`src/rtl/frbe_pkg.sv`:
```
`timescale 1ns / 1ps

package frbe_pkg;

    // field widths
    localparam int BYTE_W = 8;
    localparam int LEN_W  = 6;
    localparam int OFF_W  = 32;
    localparam int CFG_W  = 6;

    // reset value of the block size register
    localparam logic [CFG_W-1:0] BLK_SIZE_RST = 6'd32;

    // result tdata layout, lowest bit first
    localparam int FILL_LSB   = 0;
    localparam int LEN_LSB    = FILL_LSB + BYTE_W;
    localparam int OFF_LSB    = LEN_LSB + LEN_W;
    localparam int PBYTE_LSB  = OFF_LSB + OFF_W;
    localparam int M_FIELDS_W = PBYTE_LSB + BYTE_W;
    localparam int M_DATA_W   = ((M_FIELDS_W + 7) / 8) * 8;

    // result tuser layout
    localparam int USER_DESC = 0;
    localparam int USER_KIND = 1;
    localparam int M_USER_W  = 2;

    // descriptor kinds
    localparam logic KIND_FILL = 1'b0;
    localparam logic KIND_RAW  = 1'b1;

endpackage

```
`src/rtl/fill_raw_block_encoder_top.sv`:
```
`timescale 1ns / 1ps

// Channel  | Dir | Signals                          | Content
// ---------+-----+----------------------------------+------------------------------------
// s_       | in  | s_tvalid s_tready s_tdata s_tlast| one chunk byte, tlast = chunk end
// m_       | out | m_tvalid m_tready m_tdata m_tuser| descriptor or raw payload byte,
//          |     | m_tlast                          | tlast = last result of the input
// cfg_     | in  | cfg_valid cfg_ready cfg_data     | block size write
//
// Input bytes are accepted one per cycle while filling and the output register is
// free. A closing byte puts its descriptor in the output register at its own
// transfer; a raw block then drains from the block memory through the registered
// read port, one byte per cycle while m_tready stays high, with the input held off.
// Reset (aresetn low, synchronous) clears control state only, not the block memory.
// m_tready low stalls the output register and, behind it, the drain and the input.

module fill_raw_block_encoder_top #(
    parameter int MAX_BLOCK = 32
) (
    input  logic                           aclk,
    input  logic                           aresetn,

    // s_tdata: [7:0] data_byte
    input  logic                           s_tvalid,
    output logic                           s_tready,
    input  logic [frbe_pkg::BYTE_W-1:0]    s_tdata,
    input  logic                           s_tlast,

    // m_tdata: [7:0] fill_byte, [13:8] block_length, [45:14] payload_offset,
    //          [53:46] payload_byte, [55:54] zero
    // m_tuser: [0] is_descriptor, [1] block_kind
    output logic                           m_tvalid,
    input  logic                           m_tready,
    output logic [frbe_pkg::M_DATA_W-1:0]  m_tdata,
    output logic [frbe_pkg::M_USER_W-1:0]  m_tuser,
    output logic                           m_tlast,

    // block size register
    input  logic                           cfg_valid,
    output logic                           cfg_ready,
    input  logic [frbe_pkg::CFG_W-1:0]     cfg_data
);

    localparam int AW = (MAX_BLOCK > 1) ? $clog2(MAX_BLOCK) : 1;
    localparam logic [frbe_pkg::LEN_W-1:0] MAX_LEN = frbe_pkg::LEN_W'(MAX_BLOCK);

    // sequencer states
    localparam logic ST_IN    = 1'b0;
    localparam logic ST_DRAIN = 1'b1;

    // block memory: written while filling, read while draining
    logic [frbe_pkg::BYTE_W-1:0] block_mem [MAX_BLOCK];
    logic [frbe_pkg::BYTE_W-1:0] mem_q_reg;

    logic                         state_reg, state_next;
    logic [frbe_pkg::CFG_W-1:0]   size_cfg_reg;
    logic [frbe_pkg::LEN_W-1:0]   count_reg, count_next;
    logic [frbe_pkg::BYTE_W-1:0]  first_reg, first_next;
    logic                         uniform_reg, uniform_next;
    logic [frbe_pkg::OFF_W-1:0]   offset_reg, offset_next;

    // drain control
    logic [frbe_pkg::LEN_W-1:0]   drain_len_reg, drain_len_next;
    logic [frbe_pkg::LEN_W-1:0]   rd_idx_reg, rd_idx_next;
    logic                         q_valid_reg, q_valid_next;   // mem_q_reg holds a byte
    logic                         q_last_reg, q_last_next;

    // output register
    logic                         m_valid_reg, m_valid_next;
    logic [frbe_pkg::M_DATA_W-1:0] m_data_reg, m_data_next;
    logic [frbe_pkg::M_USER_W-1:0] m_user_reg, m_user_next;
    logic                         m_last_reg, m_last_next;

    logic                         out_free;
    logic                         s_xfer;
    logic [frbe_pkg::LEN_W-1:0]   size_eff;
    logic [frbe_pkg::LEN_W-1:0]   count_inc;
    logic                         uniform_now;
    logic [frbe_pkg::BYTE_W-1:0]  first_now;
    logic                         closing;
    logic                         q_load;
    logic                         rd_issue;

    assign out_free  = !m_valid_reg || m_tready;
    assign s_tready  = (state_reg == ST_IN) && out_free;
    assign s_xfer    = s_tvalid && s_tready;
    assign cfg_ready = 1'b1;

    assign m_tvalid = m_valid_reg;
    assign m_tdata  = m_data_reg;
    assign m_tuser  = m_user_reg;
    assign m_tlast  = m_last_reg;

    // zero acts as one, anything over the memory depth as the depth
    always_comb begin
        if (size_cfg_reg == '0) begin
            size_eff = frbe_pkg::LEN_W'(1);
        end else if (size_cfg_reg > MAX_LEN) begin
            size_eff = MAX_LEN;
        end else begin
            size_eff = size_cfg_reg;
        end
    end

    assign count_inc   = count_reg + frbe_pkg::LEN_W'(1);
    assign first_now   = (count_reg == '0) ? s_tdata : first_reg;
    assign uniform_now = (count_reg == '0) ? 1'b1 : (uniform_reg && (s_tdata == first_reg));
    assign closing     = (count_inc >= size_eff) || s_tlast;

    // drain: byte in mem_q moves to the output register when it frees up,
    // and a new read is issued while bytes remain and mem_q is empty or being emptied
    assign q_load   = (state_reg == ST_DRAIN) && q_valid_reg && out_free;
    assign rd_issue = (state_reg == ST_DRAIN) && (rd_idx_reg < drain_len_reg)
                      && (!q_valid_reg || q_load);

    always_comb begin
        state_next     = state_reg;
        count_next     = count_reg;
        first_next     = first_reg;
        uniform_next   = uniform_reg;
        offset_next    = offset_reg;
        drain_len_next = drain_len_reg;
        rd_idx_next    = rd_idx_reg;
        q_valid_next   = q_valid_reg;
        q_last_next    = q_last_reg;
        m_valid_next   = m_valid_reg && !m_tready;
        m_data_next    = m_data_reg;
        m_user_next    = m_user_reg;
        m_last_next    = m_last_reg;

        if (s_xfer) begin
            first_next   = first_now;
            uniform_next = uniform_now;
            count_next   = count_inc;
            if (closing) begin
                count_next   = '0;
                uniform_next = 1'b1;
                m_valid_next = 1'b1;
                m_data_next  = '0;
                m_data_next[frbe_pkg::LEN_LSB +: frbe_pkg::LEN_W] = count_inc;
                m_data_next[frbe_pkg::OFF_LSB +: frbe_pkg::OFF_W] = offset_reg;
                m_user_next[frbe_pkg::USER_DESC] = 1'b1;
                if (uniform_now) begin
                    m_data_next[frbe_pkg::FILL_LSB +: frbe_pkg::BYTE_W] = first_now;
                    m_user_next[frbe_pkg::USER_KIND] = frbe_pkg::KIND_FILL;
                    m_last_next = 1'b1;
                end else begin
                    m_user_next[frbe_pkg::USER_KIND] = frbe_pkg::KIND_RAW;
                    m_last_next    = 1'b0;
                    offset_next    = offset_reg + frbe_pkg::OFF_W'(count_inc);
                    state_next     = ST_DRAIN;
                    drain_len_next = count_inc;
                    rd_idx_next    = '0;
                    q_valid_next   = 1'b0;
                end
                if (s_tlast) begin
                    offset_next = '0;
                end
            end
        end

        if (q_load) begin
            m_valid_next = 1'b1;
            m_data_next  = '0;
            m_data_next[frbe_pkg::PBYTE_LSB +: frbe_pkg::BYTE_W] = mem_q_reg;
            m_user_next  = '0;
            m_last_next  = q_last_reg;
            q_valid_next = 1'b0;
            if (q_last_reg) begin
                state_next = ST_IN;
            end
        end

        if (rd_issue) begin
            q_valid_next = 1'b1;
            q_last_next  = (rd_idx_reg == drain_len_reg - frbe_pkg::LEN_W'(1));
            rd_idx_next  = rd_idx_reg + frbe_pkg::LEN_W'(1);
        end
    end

    always_ff @(posedge aclk) begin
        if (!aresetn) begin
            state_reg      <= ST_IN;
            size_cfg_reg   <= frbe_pkg::BLK_SIZE_RST;
            count_reg      <= '0;
            first_reg      <= '0;
            uniform_reg    <= 1'b1;
            offset_reg     <= '0;
            drain_len_reg  <= '0;
            rd_idx_reg     <= '0;
            q_valid_reg    <= 1'b0;
            q_last_reg     <= 1'b0;
            m_valid_reg    <= 1'b0;
        end else begin
            state_reg     <= state_next;
            if (cfg_valid && cfg_ready) begin
                size_cfg_reg <= cfg_data;
            end
            count_reg     <= count_next;
            first_reg     <= first_next;
            uniform_reg   <= uniform_next;
            offset_reg    <= offset_next;
            drain_len_reg <= drain_len_next;
            rd_idx_reg    <= rd_idx_next;
            q_valid_reg   <= q_valid_next;
            q_last_reg    <= q_last_next;
            m_valid_reg   <= m_valid_next;
        end
    end

    // payload of the output register
    always_ff @(posedge aclk) begin
        m_data_reg <= m_data_next;
        m_user_reg <= m_user_next;
        m_last_reg <= m_last_next;
    end

    // block memory, one write port (fill) and one registered read port (drain)
    always_ff @(posedge aclk) begin
        if (s_xfer) begin
            block_mem[count_reg[AW-1:0]] <= s_tdata;
        end
        if (rd_issue) begin
            mem_q_reg <= block_mem[rd_idx_reg[AW-1:0]];
        end
    end

endmodule

```
`config.mk`:
```
export PLATFORM = sky130hd
export DESIGN_NAME = fill_raw_block_encoder_top
export DESIGN_NICKNAME = d
export VERILOG_FILES = /design/src/rtl/frbe_pkg.sv /design/src/rtl/fill_raw_block_encoder_top.sv
export SDC_FILE = /design/constraint.sdc
export NUM_CORES = 1
export LEC_CHECK = 0
export BUFFER_PORTS_ARGS = -buffer_cell sky130_fd_sc_hd__clkbuf_2
export CELL_PAD_IN_SITES_DETAIL_PLACEMENT = 0
export CELL_PAD_IN_SITES_GLOBAL_PLACEMENT = 1
export CORE_UTILIZATION = 40
export DETAILED_ROUTE_END_ITERATION = 7
export GPL_TIMING_DRIVEN = 0
export PLACE_DENSITY_LB_ADDON = 0.1
export SLEW_MARGIN = 20
export SYNTH_ARGS = -nofsm -noshare
export SYNTH_HDL_FRONTEND = slang
export SYNTH_SLANG_ARGS = --single-unit
```
`constraint.sdc`:
```
create_clock -name aclk -period 6 [get_ports aclk]
set_input_delay 0.3 -clock aclk [delete_from_list [all_inputs] [get_ports aclk]]
set_output_delay 0.3 -clock aclk [all_outputs]
set_load 0.005 [all_outputs]
```
---- Word level (Yosys, flattened, before mapping) ----
Memories as Yosys holds them, arrays and structs flattened. A register that Yosys moved wholly into a read port is not among the register bits.
Cells that the tools add are included.
operators by class
  add/subtract/negate cells ............... 4
  $lt $le $gt $ge ......................... 3
  equality and inequality tests ........... 5
  multiplexer cells ....................... 36
  bitwise operators ....................... 2
  reduce and logical (&&, ||, !) cells .... 28
operators with widths
  cell                   count
  $mux W54               3
  $mux W32               2
  $mux W6                7
  $add A32 B6 Y32        1
  $mux W1                22
  $mux W8                2
  $add A6 B1 Y6 const B  2
  $logic_not A6 Y1       2
  $reduce_and A3 Y1      4
  $eq A8 B8 Y1           1
  $logic_and A1 B1 Y1    8
  $reduce_bool A2 Y1     4
  $eq A6 B6 Y1           1
  $ge A6 B6 Y1           1
  $gt A6 B6 Y1 const B   1
  $lt A6 B6 Y1           1
  $reduce_bool A3 Y1     2
  $sub A6 B1 Y6 const B  1
  $reduce_and A2 Y1      2
  $logic_not A1 Y1       3
  $logic_or A1 B1 Y1     3
  $ne A3 B1 Y1 const B   1
  $ne A2 B1 Y1 const B   1
  $ne A2 B2 Y1 const B   1
  $not A1 Y1             2
storage, ports and cells
  register bits ........................... 126
  bits in writable memories ............... 256
  bits of input ports ..................... 20
  output and inout bits ................... 62
  word-level logic and storage cells ...... 94
  memories kept ........................... 1
memory list
  memory     depth  width  rd ports  clocked after memory_dff  wr ports  RTL line                          RTL
  block_mem  32     8      1         1                         1         fill_raw_block_encoder_top.sv:52  logic [frbe_pkg::BYTE_W-1:0] block_mem [MAX_BLOCK];

---- Longest topological paths before layout ----
  depth in word-level cells ............... 9
  gate-level depth with buffers ........... 15
  mapped depth without buffers ............ 11

---- Least setup slack after synthesis ----
OpenSTA, ideal clock, no wires.
  kind .................................... reg-to-reg
  start ................................... reg count_reg[3] (netlist name)
  end ..................................... reg offset_reg[26] (netlist name)
  library setup time ...................... 0.070 ns
  data arrival time ....................... 3.108 ns
  data required time ...................... 5.930 ns
  slack ................................... 2.821 ns
  stages on the path, launching flop included .. 14
  buffers on the path ..................... 2
  period minus slack after synthesis ...... 3.179 ns
  cells stage by stage .................... dfxtp_1 clkbuf_1 nand3_1 nor2_1 xnor2_1 inv_1 ha_1 nand3_1 nor3b_1 a22oi_2 or4_4 buf_6 or4_1 a21oi_1
between the ends
  word-level cells in the longest chain between the ends .. 4
  elaborated cells between the ends (all ways) .. 10
  classes of those cells .................. 2 x add/sub; 1 x order compare; 1 x eq/ne; 3 x mux; 3 x reduce/logical
ends and longest elaborated chain
  what                                             RTL line                                                              RTL
  start: declaration                               fill_raw_block_encoder_top.sv:57                                      logic [frbe_pkg::LEN_W-1:0] count_reg, count_next;
  start signal: assignment                         fill_raw_block_encoder_top.sv:199                                     count_reg <= count_next;
  $add A6 B1 Y6 (*)                                fill_raw_block_encoder_top.sv:105                                     assign count_inc = count_reg + frbe_pkg::LEN_W'(1);
  net count_inc (one bit)                          fill_raw_block_encoder_top.sv:77                                      logic [frbe_pkg::LEN_W-1:0] count_inc;
  $add A32 B6 Y32 or $ge A6 B6 Y1 (tied branches)  fill_raw_block_encoder_top.sv:150, fill_raw_block_encoder_top.sv:108
  $mux W32 or $logic_or A1 B1 Y1 (tied branches)   fill_raw_block_encoder_top.sv:143, fill_raw_block_encoder_top.sv:108
  $mux W32 or $reduce_and A3 Y1 (tied branches)    -
  end signal: assignment                           fill_raw_block_encoder_top.sv:202                                     offset_reg <= offset_next;
  end: declaration                                 fill_raw_block_encoder_top.sv:60                                      logic [frbe_pkg::OFF_W-1:0] offset_reg, offset_next;
Mark *: on every way through the listed nets, which the timed path passes. The rest lies on a longest branch. The select of a mux whose other input is x is not followed.
A chain may end at the register's enable or synchronous reset.

---- Worst setup path after layout ----
  start ................................... reg count_reg[3] (netlist name)
  end ..................................... reg m_data_reg, in the netlist m_tdata[52], enable pin
between the ends
  word-level cells in the longest chain between the ends .. 5
ends and longest elaborated chain
  what                                 RTL line                           RTL
  $add A6 B1 Y6                        fill_raw_block_encoder_top.sv:105
  net count_inc (one bit)              fill_raw_block_encoder_top.sv:77
  $ge A6 B6 Y1                         fill_raw_block_encoder_top.sv:108  assign closing = (count_inc >= size_eff) || s_tlast;
  $logic_or A1 B1 Y1                   fill_raw_block_encoder_top.sv:108
  $reduce_bool A2 Y1 (no source line)  -
  $reduce_and A2 Y1 (no source line)   -
  end signal: assignment               fill_raw_block_encoder_top.sv:213  m_data_reg <= m_data_next;
  end: declaration                     fill_raw_block_encoder_top.sv:70   logic [frbe_pkg::M_DATA_W-1:0] m_data_reg, m_data_next;
The timed path passes the listed nets, and every way through them passes these cells.

==> summary.md <==
| Metric | Value |
|---|---|
| DP Worst Slack | `about 1300 ps` |
| Max Clk Rate | `215 MHz` |
| Max Slew Vio Count | `0` |
| Post-Syn Area | `0.0160 sq mm` |
| Via count | `9403` |
| H-tree depth | `2` |
| Data arrival, critical path | `4860 ps` |
| Post-synthesis sequential area ratio | `0.658` |
| Global-route wire length before repair | `roughly 60 mm` |
| Clk pwr share | `0.432` |
| Final GP Congestion | `0.761` |
| Antenna cells | `0` |
| Top cell type's share of synthesized area | `0.512` |
| Clk buf depth | `3` |
| Cts bufs inserted | `43` |
| Port buffer count | `between 70 and 80` |
| Net count, final | `approximately 1300` |
| Max FFs per register | `256` |
| Residual DRC count | `0` |
| Outcome | `completed` |
| Max Cap Viol | `0` |
| Clock slew seen by the registers of the worst setup and hold paths | `about 60 ps` |
| Mean Syn Cell Area | `14.7 sq um` |
| Root Buffer | `clkbuf_16` |
| Logic gate share of total power | `0.057` |
| Setup_tns | `0 ps` |
| Seq cells post-synth | `390` |
| Pint | `0.00450 W` |
| Top Ports | `82` |
| Gr ovfl total | `0` |
| Number of library cell types mapped by synthesis | `60` |
| Worst setup SP type | `register` |
| Die area | `0.0409 sq mm` |
| Pre-antenna DRT Iters | `5` |
| Post-Synthesis Cells | `approximately 1100` |
| Setup violators final | `0` |
| CP required | `6210 ps` |
| Seq pwr share | `0.511` |
| Most area-consuming cells after synthesis | `edfxtp_1 51%, dfxtp_1 15%, mux4_2 11%` |
| Post-synth EDFFs | `273` |
| Avg WL per Cell | `22.6 microns` |
| Setup crit end kind | `register` |
| Largest net degree at the start of global routing | `36` |
| Slew margin rel. | `0.227` |
| Vias per cell | `~5.3` |
| Critical path peak fanout | `10` |
| Clock latency on the worst-skew pair | `between 500 and 600 ps` |
| RSZ-0062 raised after global routing | `false` |
| FFs w/ async S/R, synth | `0` |
| Main synth FF type | `edfxtp_1` |
| Initial antenna violation count | `4` |
| Share of cells above drive strength 1 | `0.204` |
| Area Growth Syn to Fin | `15.1%` |
| Final cell count without fillers | `1767` |
| Die Wd | `about 200 microns` |
| Post-route minimum period | `4650 ps` |
| Static leakage | `6.31 nW` |
| WL final | `approximately 40 mm` |
| DP Wirelength | `26.8 mm` |
| Iteration-0 DRC Markers | `a little under 700` |
| Initial Utilization | `0.410` |
| Slew @ Worst Pin | `1150 ps` |
| Yosys warns | `0` |
| Post-route setup slack | `1350 ps` |
| Clock Skew | `between 20 and 25 ps` |
| Final hold vios | `0` |
| Pwr/cell area | `approximately 310 mW/mm^2` |
| Vias in the first global route | `9411` |
| Fin crit share | `0.776` |
| Core area | `0.0391 sq mm` |
| Die Y | `~200 microns` |
| Net Sw Frac | `0.222` |
| Clock Sinks | `390` |
| Global Route Usage Sum | `0.201` |
| Post-CTS setup buffer count | `0` |
| Net switching power | `0.00128 W` |
| Final core area utilization | `0.472` |
| Hold WC Path Type | `input pin to register` |
| Yosys top cell by area | `edfxtp_1` |
| Peak supply drop | `0.169 mV` |
| Crit path kind | `register to register` |
| Routed Antenna Nets | `0` |
| Placed Cells | `1683` |
| TritonCTS clock tree | `built` |
| Row count | `72` |
[cell usage in the layout, fill, tap and decap left out, drive strengths merged, types with 9 or more instances in the layout]
cell type and count:
edfxtp 273, clkbuf 176, nor2 119, dfxtp 117, mux4 80, nand2 52, a21oi 43, mux2i 42
nand3 36, o21ai 32, inv 30, buf 30, xnor2 25, ha 24, nor3 13, or3 11
o31ai 11, and2 11, clkinv 11, or4 10, mux2 9, a211oi 9, nor4 9
[routing by layer]
metal | global-route usage | routed length (microns)
met1 | 0.291 | 18900
met2 | 0.308 | 18400
met3 | 0.0332 | 1660
met4 | 0.0647 | 967
met5 | 0 | 0
[per-stage QoR]
| stage | hold slack (ps) | power, W | area, sq um |
|---|---|---|---|
| after CTS | 133 | 0.00585 | 18400 |
| final | 155 | 0.00578 | 18400 |
| after global routing | 165 | 0.00597 | 18400 |
| after floorplan | 399 | 0.00319 | 16000 |
| after detailed placement | 444 | 0.00334 | 17100 |
| after global placement | 440 | 0.00334 | 17000 |
[cells in the mapped netlist, drive strengths merged, types with 9 or more instances]
cell,n
dfxtp,117
mux4,80
nor4,9
a21oi,43
nor3,13
buf,31
nor2,119
or4,10
and2,11
a211oi,9
clkbuf,35
edfxtp,273
ha,24
o21ai,32
mux2,9
nand3,36
nand2,52
o31ai,11
or3,11
mux2i,42
inv,29
xnor2,25
[power groups by stage]
stage	sequential [W]	clock (W)	combinational, W
2_1_floorplan	0.00301	0	0.000179
3_3_place_gp	0.00301	0	0.000327
3_5_place_dp	0.00301	0	0.000330
4_1_cts	0.00296	0.00256	0.000334
5_1_grt	0.00296	0.00265	0.000360
6_report	0.00296	0.00250	0.000327
[area by class of cell]
class	instances	area (sq um)
fillers	3565	20700
flip-flops and latches	390	10500
multi-input cells	605	5080
clock buffers	65	1230
well taps	518	648
repair buffers	81	435
plain buffers	66	303
inverters	29	109
clock inverters	13	97.6
[repair_timing]
item                                   CTS  global route
hold buffers                             6             0
gates resized for setup                  0             0
setup endpoints to repair                0             0
endpoints found under the hold margin    6             0
[critical path: stages (launching register included)]
cell	delay, ps
dfxtp_1	320
clkbuf_1	390
nand3_1	360
nor2_1	210
xnor2_1	240
inv_1	150
ha_1	370
a211oi_1	270
nand2_1	120
a22oi_2	410
buf_2	330
and2_1	180
clkbuf_1	460
inv_1	470
[cell families after synthesis]
group                    Yosys count  share of synthesized area
AND/OR/NAND/NOR                  297                     0.0885
multiplexers                     131                      0.145
other                              2                   0.000469
adder cells (fa/ha/maj)           25                     0.0200
buffers and inverters             95                     0.0256
XOR/XNOR                          31                     0.0169
AO/OA/AOI/OAI                    118                     0.0455
flip-flops                       390                      0.658
[path summary, 6_finish.rpt]
check	endpoint	cells after the start	startpoint	slack, ps
max reg2reg	m_tdata[52]$_DFFE_PP_	13	count_reg[3]$_SDFFE_PN0P_	1350
min	offset_reg[5]$_SDFFE_PN0P_	2	s_tlast	150
max	m_tdata[52]$_DFFE_PP_	13	count_reg[3]$_SDFFE_PN0P_	1350
min reg2reg	m_tuser[0]$_SDFFE_PP0P_	2	m_tuser[0]$_SDFFE_PP0P_	450
(Power assumes the default switching activity.)
